==> src/sv/preorder_tree_rank_validator_macros.svh <==
// ----------------------------------------------------------------------------
// Preorder tree rank validator assertion macros
// Shared concurrent assertion helpers for the validator RTL.
// ----------------------------------------------------------------------------
`ifndef PREORDER_TREE_RANK_VALIDATOR_MACROS_SVH
`define PREORDER_TREE_RANK_VALIDATOR_MACROS_SVH

`ifndef ASSERT_OFF

`define PTRV_ASSERT(lbl, clk, rst_n, prop, msg) \
  lbl: assert property (@(posedge clk) disable iff (!rst_n) prop) else $error(msg);

`define PTRV_ASSERT_ALWAYS(lbl, clk, prop, msg) \
  lbl: assert property (@(posedge clk) prop) else $error(msg);

`else

`define PTRV_ASSERT(lbl, clk, rst_n, prop, msg)

`define PTRV_ASSERT_ALWAYS(lbl, clk, prop, msg)

`endif

`endif

==> src/sv/ptrv_pkg.sv <==
// ----------------------------------------------------------------------------
// Preorder tree rank validator package
// Shared sizes, stack entry and result types, datapath operations.
// ----------------------------------------------------------------------------
package ptrv_pkg;

  localparam int MAX_DEPTH   = 32;
  localparam int COUNT_WIDTH = 16;
  localparam int DEPTH_W     = 5;
  localparam int FILL_W      = $clog2(MAX_DEPTH + 1);
  localparam int ADDR_W      = $clog2(MAX_DEPTH);

  typedef logic [COUNT_WIDTH-1:0] count_t;

  localparam count_t COUNT_MAX = '1;

  localparam logic KIND_REPORT  = 1'b0;
  localparam logic KIND_SUMMARY = 1'b1;

  typedef struct packed {
    logic [DEPTH_W-1:0] depth;
    count_t             index;
    count_t             rank;
    logic               leaf;
  } entry_t;

  typedef struct packed {
    logic   kind;
    count_t node_index;
    count_t node_rank;
    logic   node_ok;
    logic   tree_valid;
    count_t total_nodes;
    count_t total_leaves;
    count_t total_inner;
    count_t highest_rank;
    logic   bifurcating;
    logic   last_result;
  } result_t;

  typedef enum logic [2:0] {
    OP_NONE,
    OP_LOAD,
    OP_POP,
    OP_POP_FULL,
    OP_FETCH,
    OP_PUSH,
    OP_SUM,
    OP_FLUSH
  } op_e;

  typedef struct packed {
    logic need_pop;
    logic full;
    logic empty;
    logic final_item;
    logic move_ok;
  } status_t;

  function automatic count_t sat_inc(count_t v);
    sat_inc = (v == COUNT_MAX) ? v : v + 1'b1;
  endfunction

endpackage

==> src/sv/ptrv_ram.sv <==
// ----------------------------------------------------------------------------
// Generic RAM
// One write port and one read port with registered read data.
// ----------------------------------------------------------------------------
module ptrv_ram #(
  parameter int WIDTH = 8,
  parameter int DEPTH = 16,
  localparam int AW = (DEPTH > 1) ? $clog2(DEPTH) : 1
) (
  input  logic             clk_i,
  input  logic             we_i,
  input  logic [AW-1:0]    waddr_i,
  input  logic [WIDTH-1:0] wdata_i,
  input  logic [AW-1:0]    raddr_i,
  output logic [WIDTH-1:0] rdata_o
);

  logic [WIDTH-1:0] mem_q [DEPTH];
  logic [WIDTH-1:0] rdata_q;

  always_ff @(posedge clk_i) begin
    if (we_i) begin
      mem_q[waddr_i] <= wdata_i;
    end
    rdata_q <= mem_q[raddr_i];
  end

  assign rdata_o = rdata_q;

endmodule

==> src/sv/ptrv_ctrl.sv <==
// ----------------------------------------------------------------------------
// Preorder tree rank validator controller
// Sequences load, pop, refill, push, summary and flush operations of the datapath.
// ----------------------------------------------------------------------------
module ptrv_ctrl (
  input  logic              clk_i,
  input  logic              rst_ni,
  input  logic              in_valid_i,
  output logic              in_ready_o,
  input  ptrv_pkg::status_t status_i,
  output ptrv_pkg::op_e     op_o
);

  typedef enum logic [2:0] {
    S_IDLE,
    S_CHECK,
    S_FETCH,
    S_DRAIN,
    S_DFETCH,
    S_SUM,
    S_FLUSH
  } state_e;

  state_e state_q, state_d;

  always_comb begin
    state_d = state_q;
    op_o    = ptrv_pkg::OP_NONE;
    case (state_q)
      S_IDLE: begin
        if (in_valid_i) begin
          op_o    = ptrv_pkg::OP_LOAD;
          state_d = S_CHECK;
        end
      end
      S_CHECK: begin
        if (status_i.move_ok) begin
          if (status_i.need_pop) begin
            op_o    = ptrv_pkg::OP_POP;
            state_d = S_FETCH;
          end else if (status_i.full) begin
            op_o    = ptrv_pkg::OP_POP_FULL;
            state_d = S_FETCH;
          end else begin
            op_o    = ptrv_pkg::OP_PUSH;
            state_d = status_i.final_item ? S_DRAIN : S_IDLE;
          end
        end
      end
      S_FETCH: begin
        op_o    = ptrv_pkg::OP_FETCH;
        state_d = S_CHECK;
      end
      S_DRAIN: begin
        if (status_i.move_ok) begin
          if (status_i.empty) begin
            op_o    = ptrv_pkg::OP_SUM;
            state_d = S_FLUSH;
          end else begin
            op_o    = ptrv_pkg::OP_POP;
            state_d = S_DFETCH;
          end
        end
      end
      S_DFETCH: begin
        op_o    = ptrv_pkg::OP_FETCH;
        state_d = S_DRAIN;
      end
      S_SUM: begin
        state_d = S_FLUSH;
      end
      S_FLUSH: begin
        if (status_i.move_ok) begin
          op_o    = ptrv_pkg::OP_FLUSH;
          state_d = S_IDLE;
        end
      end
      default: begin
        state_d = S_IDLE;
      end
    endcase
  end

  always_ff @(posedge clk_i or negedge rst_ni) begin
    if (!rst_ni) begin
      state_q <= S_IDLE;
    end else begin
      state_q <= state_d;
    end
  end

  assign in_ready_o = (state_q == S_IDLE);

endmodule

==> src/sv/ptrv_dp.sv <==
// ----------------------------------------------------------------------------
// Preorder tree rank validator datapath
// Cached stack top, tree statistics, pending result and output register.
// ----------------------------------------------------------------------------
`include "preorder_tree_rank_validator_macros.svh"

module ptrv_dp (
  input  logic                             clk_i,
  input  logic                             rst_ni,
  input  ptrv_pkg::op_e                    op_i,
  output ptrv_pkg::status_t                status_o,
  input  logic [ptrv_pkg::DEPTH_W-1:0]     node_depth_i,
  input  logic                             leaf_flag_i,
  input  logic                             final_node_i,
  output logic                             ram_we_o,
  output logic [ptrv_pkg::ADDR_W-1:0]      ram_waddr_o,
  output ptrv_pkg::entry_t                 ram_wdata_o,
  output logic [ptrv_pkg::ADDR_W-1:0]      ram_raddr_o,
  input  ptrv_pkg::entry_t                 ram_rdata_i,
  input  logic                             out_ready_i,
  output logic                             out_valid_o,
  output ptrv_pkg::result_t                out_o
);

  logic [ptrv_pkg::DEPTH_W-1:0] depth_q, depth_d;
  logic                         leaf_q, leaf_d;
  logic                         final_q, final_d;
  ptrv_pkg::entry_t             top_q, top_d;
  ptrv_pkg::result_t            pend_q, pend_d;
  ptrv_pkg::result_t            out_q, out_d;

  logic [ptrv_pkg::DEPTH_W-1:0] prev_depth_q, prev_depth_d;
  logic [ptrv_pkg::FILL_W-1:0]  fill_q, fill_d;
  ptrv_pkg::count_t             node_cnt_q, node_cnt_d;
  ptrv_pkg::count_t             leaf_cnt_q, leaf_cnt_d;
  ptrv_pkg::count_t             rank_max_q, rank_max_d;
  logic                         all_ok_q, all_ok_d;
  logic                         pend_valid_q, pend_valid_d;
  logic                         out_valid_q, out_valid_d;

  logic                         move;
  logic                         move_last;
  logic                         top_ok;
  logic [ptrv_pkg::FILL_W-1:0]  fill_m1;
  logic [ptrv_pkg::FILL_W-1:0]  fill_m2;
  ptrv_pkg::result_t            report;
  ptrv_pkg::result_t            summary;

  assign fill_m1 = fill_q - ptrv_pkg::FILL_W'(1);
  assign fill_m2 = fill_q - ptrv_pkg::FILL_W'(2);

  always_comb begin
    case (top_q.rank)
      ptrv_pkg::count_t'(0): top_ok = top_q.leaf;
      ptrv_pkg::count_t'(1): top_ok = 1'b0;
      default:               top_ok = !top_q.leaf;
    endcase
  end

  always_comb begin
    report            = '0;
    report.kind       = ptrv_pkg::KIND_REPORT;
    report.node_index = top_q.index;
    report.node_rank  = top_q.rank;
    report.node_ok    = top_ok;

    summary              = '0;
    summary.kind         = ptrv_pkg::KIND_SUMMARY;
    summary.tree_valid   = all_ok_q;
    summary.total_nodes  = node_cnt_q;
    summary.total_leaves = leaf_cnt_q;
    summary.total_inner  = (node_cnt_q >= leaf_cnt_q) ? node_cnt_q - leaf_cnt_q : '0;
    summary.highest_rank = rank_max_q;
    summary.bifurcating  = (rank_max_q == ptrv_pkg::count_t'(2));
  end

  always_comb begin
    depth_d      = depth_q;
    leaf_d       = leaf_q;
    final_d      = final_q;
    top_d        = top_q;
    pend_d       = pend_q;
    prev_depth_d = prev_depth_q;
    fill_d       = fill_q;
    node_cnt_d   = node_cnt_q;
    leaf_cnt_d   = leaf_cnt_q;
    rank_max_d   = rank_max_q;
    all_ok_d     = all_ok_q;
    pend_valid_d = pend_valid_q;
    move         = 1'b0;
    move_last    = 1'b0;
    ram_we_o     = 1'b0;
    ram_wdata_o  = top_q;
    ram_wdata_o.rank = ptrv_pkg::sat_inc(top_q.rank);

    case (op_i)
      ptrv_pkg::OP_LOAD: begin
        depth_d      = node_depth_i;
        leaf_d       = leaf_flag_i;
        final_d      = final_node_i;
        prev_depth_d = node_depth_i;
        if ({1'b0, node_depth_i} > {1'b0, prev_depth_q} + 1'b1) begin
          all_ok_d = 1'b0;
        end
      end
      ptrv_pkg::OP_POP, ptrv_pkg::OP_POP_FULL: begin
        move         = pend_valid_q;
        pend_d       = report;
        pend_valid_d = 1'b1;
        fill_d       = fill_m1;
        if (top_q.rank == '0) begin
          leaf_cnt_d = ptrv_pkg::sat_inc(leaf_cnt_q);
        end
        if (top_q.rank > rank_max_q) begin
          rank_max_d = top_q.rank;
        end
        if (!top_ok || (op_i == ptrv_pkg::OP_POP_FULL)) begin
          all_ok_d = 1'b0;
        end
      end
      ptrv_pkg::OP_FETCH: begin
        top_d = ram_rdata_i;
      end
      ptrv_pkg::OP_PUSH: begin
        move         = pend_valid_q;
        move_last    = !final_q;
        pend_valid_d = 1'b0;
        ram_we_o     = (fill_q != '0);
        top_d.depth  = depth_q;
        top_d.index  = node_cnt_q;
        top_d.rank   = '0;
        top_d.leaf   = leaf_q;
        fill_d       = fill_q + 1'b1;
        node_cnt_d   = ptrv_pkg::sat_inc(node_cnt_q);
      end
      ptrv_pkg::OP_SUM: begin
        move         = pend_valid_q;
        pend_d       = summary;
        pend_valid_d = 1'b1;
        prev_depth_d = '0;
        node_cnt_d   = '0;
        leaf_cnt_d   = '0;
        rank_max_d   = '0;
        all_ok_d     = 1'b1;
      end
      ptrv_pkg::OP_FLUSH: begin
        move         = pend_valid_q;
        move_last    = 1'b1;
        pend_valid_d = 1'b0;
      end
      default: begin
      end
    endcase

    out_d       = out_q;
    out_valid_d = out_valid_q;
    if (move) begin
      out_d             = pend_q;
      out_d.last_result = move_last;
      out_valid_d       = 1'b1;
    end else if (out_ready_i) begin
      out_valid_d = 1'b0;
    end
  end

  assign ram_waddr_o = fill_m1[ptrv_pkg::ADDR_W-1:0];
  assign ram_raddr_o = fill_m2[ptrv_pkg::ADDR_W-1:0];

  always_ff @(posedge clk_i) begin
    depth_q <= depth_d;
    leaf_q  <= leaf_d;
    final_q <= final_d;
    top_q   <= top_d;
    pend_q  <= pend_d;
    out_q   <= out_d;
  end

  always_ff @(posedge clk_i or negedge rst_ni) begin
    if (!rst_ni) begin
      prev_depth_q <= '0;
      fill_q       <= '0;
      node_cnt_q   <= '0;
      leaf_cnt_q   <= '0;
      rank_max_q   <= '0;
      all_ok_q     <= 1'b1;
      pend_valid_q <= 1'b0;
      out_valid_q  <= 1'b0;
    end else begin
      prev_depth_q <= prev_depth_d;
      fill_q       <= fill_d;
      node_cnt_q   <= node_cnt_d;
      leaf_cnt_q   <= leaf_cnt_d;
      rank_max_q   <= rank_max_d;
      all_ok_q     <= all_ok_d;
      pend_valid_q <= pend_valid_d;
      out_valid_q  <= out_valid_d;
    end
  end

  assign status_o.need_pop   = (fill_q != '0) && (depth_q <= top_q.depth);
  assign status_o.full       = (fill_q == ptrv_pkg::FILL_W'(ptrv_pkg::MAX_DEPTH));
  assign status_o.empty      = (fill_q == '0);
  assign status_o.final_item = final_q;
  assign status_o.move_ok    = !pend_valid_q || !out_valid_q || out_ready_i;

  assign out_valid_o = out_valid_q;
  assign out_o       = out_q;

  `PTRV_ASSERT(a_fill_bound, clk_i, rst_ni, fill_q <= ptrv_pkg::FILL_W'(ptrv_pkg::MAX_DEPTH), "Stack fill exceeds its depth.")
  `PTRV_ASSERT(a_no_pop_empty, clk_i, rst_ni, ((op_i == ptrv_pkg::OP_POP) || (op_i == ptrv_pkg::OP_POP_FULL)) |-> (fill_q != '0), "Pop issued on an empty stack.")
  `PTRV_ASSERT(a_push_grows, clk_i, rst_ni, (op_i == ptrv_pkg::OP_PUSH) |=> (fill_q == $past(fill_q) + 1'b1), "Push did not grow the stack.")
  `PTRV_ASSERT(a_no_overwrite, clk_i, rst_ni, (move && out_valid_q) |-> out_ready_i, "Output item overwritten before it was taken.")
  `PTRV_ASSERT_ALWAYS(a_summary_last, clk_i, (out_valid_q && (out_q.kind == ptrv_pkg::KIND_SUMMARY)) |-> out_q.last_result, "Tree summary not marked as the last result.")

endmodule

==> src/sv/preorder_tree_rank_validator.sv <==
// ----------------------------------------------------------------------------
// Preorder tree rank validator
// Checks node ranks of a preorder tree list and reports a tree summary.
// ----------------------------------------------------------------------------
// A node that closes no entry takes a load step and a push step; the push waits while the output is blocked.
// Each closed node adds a pop step and a stack refill step, since the stack read is registered.
// The final node adds a pop and a refill step per open entry, then a summary step and a flush step.
// Results pass through a pending stage and an output register before they reach the outputs.
// Reset clears the control state and counters; the stack needs no clearing pass.
module preorder_tree_rank_validator (
  input  logic                             clk_i,
  input  logic                             rst_ni,
  input  logic                             in_valid_i,
  output logic                             in_ready_o,
  input  logic [ptrv_pkg::DEPTH_W-1:0]     node_depth_i,
  input  logic                             leaf_flag_i,
  input  logic                             final_node_i,
  output logic                             out_valid_o,
  input  logic                             out_ready_i,
  output logic                             kind_o,
  output logic [ptrv_pkg::COUNT_WIDTH-1:0] node_index_o,
  output logic [ptrv_pkg::COUNT_WIDTH-1:0] node_rank_o,
  output logic                             node_ok_o,
  output logic                             tree_valid_o,
  output logic [ptrv_pkg::COUNT_WIDTH-1:0] total_nodes_o,
  output logic [ptrv_pkg::COUNT_WIDTH-1:0] total_leaves_o,
  output logic [ptrv_pkg::COUNT_WIDTH-1:0] total_inner_o,
  output logic [ptrv_pkg::COUNT_WIDTH-1:0] highest_rank_o,
  output logic                             bifurcating_o,
  output logic                             last_result_o
);

  ptrv_pkg::op_e                  op;
  ptrv_pkg::status_t              status;
  logic                           ram_we;
  logic [ptrv_pkg::ADDR_W-1:0]    ram_waddr;
  logic [ptrv_pkg::ADDR_W-1:0]    ram_raddr;
  ptrv_pkg::entry_t               ram_wdata;
  ptrv_pkg::entry_t               ram_rdata;
  ptrv_pkg::result_t              res;

  ptrv_ctrl u_ctrl (
    .clk_i      (clk_i),
    .rst_ni     (rst_ni),
    .in_valid_i (in_valid_i),
    .in_ready_o (in_ready_o),
    .status_i   (status),
    .op_o       (op)
  );

  ptrv_dp u_dp (
    .clk_i        (clk_i),
    .rst_ni       (rst_ni),
    .op_i         (op),
    .status_o     (status),
    .node_depth_i (node_depth_i),
    .leaf_flag_i  (leaf_flag_i),
    .final_node_i (final_node_i),
    .ram_we_o     (ram_we),
    .ram_waddr_o  (ram_waddr),
    .ram_wdata_o  (ram_wdata),
    .ram_raddr_o  (ram_raddr),
    .ram_rdata_i  (ram_rdata),
    .out_ready_i  (out_ready_i),
    .out_valid_o  (out_valid_o),
    .out_o        (res)
  );

  ptrv_ram #(
    .WIDTH ($bits(ptrv_pkg::entry_t)),
    .DEPTH (ptrv_pkg::MAX_DEPTH)
  ) u_stack (
    .clk_i   (clk_i),
    .we_i    (ram_we),
    .waddr_i (ram_waddr),
    .wdata_i (ram_wdata),
    .raddr_i (ram_raddr),
    .rdata_o (ram_rdata)
  );

  assign kind_o         = res.kind;
  assign node_index_o   = res.node_index;
  assign node_rank_o    = res.node_rank;
  assign node_ok_o      = res.node_ok;
  assign tree_valid_o   = res.tree_valid;
  assign total_nodes_o  = res.total_nodes;
  assign total_leaves_o = res.total_leaves;
  assign total_inner_o  = res.total_inner;
  assign highest_rank_o = res.highest_rank;
  assign bifurcating_o  = res.bifurcating;
  assign last_result_o  = res.last_result;

endmodule

==> config.mk <==
export PLATFORM = sky130hd
export DESIGN_NAME = preorder_tree_rank_validator
export DESIGN_NICKNAME = d
export VERILOG_FILES = /design/src/sv/ptrv_pkg.sv /design/src/sv/ptrv_ram.sv /design/src/sv/ptrv_ctrl.sv /design/src/sv/ptrv_dp.sv /design/src/sv/preorder_tree_rank_validator.sv
export VERILOG_INCLUDE_DIRS = /design/src /design/src/sv
export SDC_FILE = /design/constraint.sdc
export NUM_CORES = 2
export LEC_CHECK = 0
export BUFFER_PORTS_ARGS = -buffer_cell sky130_fd_sc_hd__buf_2
export CORE_ASPECT_RATIO = 0.6
export CORE_MARGIN = 10
export CORE_UTILIZATION = 35
export DETAILED_ROUTE_END_ITERATION = 10
export PLACE_DENSITY = 0.51
export SLEW_MARGIN = 20
export SYNTH_ARGS = -nofsm -noshare
export SYNTH_HDL_FRONTEND = slang
export SYNTH_SLANG_ARGS = --single-unit
==> constraint.sdc <==
create_clock -name clk_i -period 7.83 [get_ports clk_i]
set_input_delay 0.3915 -clock clk_i [delete_from_list [all_inputs] [get_ports clk_i]]
set_output_delay 0.3915 -clock clk_i [all_outputs]
set_load 0.1 [all_outputs]
==> results by group <==
Die
  – DIE WIDTH: 557.0 um
  – Row count: roughly 120
  – IO Count: 114
  – Placeable Area: roughly 0.17 mm2
  – Die Span Y: 342.2 um
  – Starting Density: between 30% and 40%
  – Die area: around 0.19 mm2

GRT
  – Initial antenna violation count: 8
  – Vias in the first global route: between 20,000 and 30,000
  – Largest net degree at the start of global routing: roughly 130
  – First-pass GRT wire length: about 220,000 um
  – All-Layer GR Usage: ~15%
  – Grt ovf: 0

Drt
  – Avg WL per Cell: between 20 and 30 um
  – Vias per inst: between 5 and 6
  – Drt initial violations: approximately 3,100
  – Routed Antenna Nets: 0
  – DRC: 0
  – Vias after detailed routing: 29,010
  – Detailed Route WL: 149,100 um
  – Drt pass-1 iters: 5

Final layout
  – Final core area utilization: between 40 and 50%
  – Area grow syn2layout: 15.14%
  – Fin cells: between 5,000 and 6,000
  – Layout cell share with drive strength beyond 1: ~28%
  – Fill count: roughly 15,000
  – Final instance area: about 0.07 mm2
  – Nets: 3,238

Clocking
  – Clock tree buffer depth: 4
  – Clock latency on the worst-skew pair: 0.78 ns
  – Total CTS buffers: around 150
  – CTS tree: built
  – Worst-path clk slew: ~0.070 ns
  – Clk sinks: 1,565
  – Postcts setup bufs: 0
  – Clk root buf: clkbuf_16
  – Post-CTS sizing: 0
  – Htree depth: 4

Status
  – Status: complete, no violations

Synth
  – Largest family of logic cells by synthesized area: multiplexers
  – Synth top area share: around 72%
  – Mapped Area: ~0.06 mm2
  – Synth Area in Adders: under 10%
  – Most numerous cell in the Yosys netlist: edfxtp_1
  – Post-synthesis sequential area ratio: approximately three quarters
  – EDFF count, synth: ~1,500
  – Post-Synth Simple-Gate Area: under 10%
  – Syn_nets: between 2,000 and 3,000
  – Synthesis-stage register bit count: roughly 1,600
  – Largest cells by area after synthesis: edfxtp_1, mux4_2, dfrtp_1
  – Synth Area per Inst: 20.73 um2
  – Compound-gate portion of the synthesized area: around 1.4%
  – Top cells by count, synth: edfxtp_1, mux4_2, nand2_1, nor2_1, clkbuf_1
  – Cell variety after synth: 72
  – Multiplexer share of the synthesized area: between 15 and 20%
  – Cells after Synth: 2,922
  – Area leader, netlist: edfxtp_1
  – Synth Area in XOR/XNOR: 0.7954%
  – Asr flop ratio synth: 4.153%
  – Syn. warnings: 0
  – Main synth FF type: edfxtp_1

STA
  – Fmax: approximately 220 MHz
  – Clock skew: around 0.047 ns
  – Slew @ Worst Pin: between 1 and 1.5 ns
  – Slew HR: 22.13%
  – Setup TNS: 0 ns
  – Final Max Slew Viols: 0
  – Min cycle time layout: about 4.6 ns
  – Setup violators final: 0
  – RSZ-0062 raised after global routing: no
  – Fin. Hold Viols: 0
  – Tcrit/Tclk final: 58.98%

Worst setup path
  – Reg2reg path depth: 9
  – Reg2reg end: u_stack.mem_q[5][23]
  – Worst setup SP type: flop
  – Worst Path Required: around 8.3 ns
  – Setup CP Type: flop to flop
  – Crit path capture type: flop
  – CP endpoint: u_stack.mem_q[5][23]
  – Worst Path Max Fanout: 22
  – Reg2Reg Setup Slack: between 3 and 4 ns
  – R2R Path Start: u_dp.ram_wdata_o[37]
  – Critical path arrival: approximately 5.1 ns
  – Worst setup path startpoint: u_dp.ram_wdata_o[37]

Min path
  – Tightest Hold Check Type: flop to flop

Flow run
  – Max cap viols: 0

Pwr
  – Clk pwr share: between 20% and 30%
  – NetSw: 11.41 mW
  – Power Internal: roughly 20 mW
  – Combinational share of power: 36.3%
  – LEAKAGE: 22.95 nW
  – Switching Fraction: approximately 37%
  – Sequential share of power: 40.3%
  – Peak supply drop: between 0.4 and 0.5 mV
  – P per Cell Area: ~440 mW/mm2

Place
  – Port Buffers: 113
  – Routability congestion estimate: 0.8023
  – Placed inst area: 0.06473 mm2
  – Post-Place Cells: 5,282
  – Post-DP HPWL: around 93,000 um
[final cells by class]
cell class	count	area (um2)	share of cell area, %
Tap cell	2280	2853	4.091
Timing Repair Buffer	221	1543	2.212
Antenna cell	4	10.01	0.01435
Multi-Input combinational cell	1150	13950	20.01
Clock buffer	190	4028	5.776
Sequential cell	1565	46300	66.39
Inverter	82	310.3	0.4450
Clock inverter	67	737.0	1.057
[worst max-delay path, cell delays in order (launching register included)]
cell and delay, ns:
edfxtp_1 0.76, inv_1 0.11, ha_1 0.33, and3_1 0.20, o21ai_0 0.12, a32o_1 0.27, nor3_1 0.50, nand2_1 0.62
nor2_4 0.99, buf_4 0.38
[cell families after synthesis]
| group | count (synthesis) |
|---|---|
| AOI/OAI and AO/OA | 129 |
| adders and majority gates | 58 |
| buffers and inverters | 207 |
| muxes | 437 |
| xor gates and xnor gates | 55 |
| and+or+nand+nor | 471 |
| DFF | 1565 |
[per-layer routing]
layer	GRT usage, %	share of wire [%]	vias up
li1	-	-	12330
met3	3.374	6.3	156
met2	21.12	42	823
met1	24.88	50	15700
met4	2.535	1.4	0
met5	0	0	-
[cells in the final DEF, fill, tap and decap left out, drive strengths merged, types with 44 or more instances in the layout]
cell type	netlist	final
and2	53	53
buf	29	211
clkbuf	96	190
clkinv	1	44
dfrtp	64	64
edfxtp	1462	1462
ha	57	57
inv	81	85
mux4	380	380
nand2	158	158
nor2	133	133
[worst min-delay path by stage]
stage                         to  cells past startpoint             from  slack (ns)
2_1_floorplan  u_ctrl.state_q[0]                      0           rst_ni         0.1
3_3_place_gp      u_dp.out_o[90]                      0  u_dp.pend_q[90]        0.40
3_5_place_dp      u_dp.out_o[24]                      0  u_dp.pend_q[24]        0.40
4_1_cts        u_dp.pend_valid_q                      3           rst_ni        0.40
5_1_grt             u_dp.final_q                      2     final_node_i        0.39
6_report          u_dp.out_o[72]                      0  u_dp.pend_q[72]        0.40
[registers in the layout, summed over array words and instances, names as in the netlist, 3 cells and up]
name,count
u_stack.mem_q,1216
u_dp.depth_q,5
u_dp.ram_wdata_o,22
u_dp.node_cnt_q,16
u_stack.rdata_o,38
u_dp.fill_q,6
u_dp.leaf_cnt_q,16
u_dp.pend_q,100
u_dp.report,16
u_dp.out_o,101
u_dp.rank_max_q,16
u_dp.prev_depth_q,5
u_ctrl.state_q,3
[repair_timing]
item,4_1_cts,5_1_grt
setup endpoints to repair,0,0
hold endpoints to repair,78,0
hold buffers,10,0
[power by group through the flow]
stage	combinational, mW	clock (mW)	sequential, mW
after floorplan	5.46	0	14.6
after global placement	11.3	0	12.7
after detailed placement	11.3	0	12.7
after CTS	11.3	7.39	12.5
after global routing	12.0	7.74	12.5
final	11.2	7.22	12.4
[metrics by stage]
step | total power [mW] | setup slack [ns] | hold slack, ns
6_report | 30.87 | 3.212 | 0.3994
2_1_floorplan | 20.03 | 1.947 | 0.09591
4_1_cts | 31.25 | 2.772 | 0.4044
3_5_place_dp | 24.02 | 2.773 | 0.4045
5_1_grt | 32.25 | 2.857 | 0.3948
3_3_place_gp | 23.98 | 2.790 | 0.4039
Power figures use the tool's default switching activity.
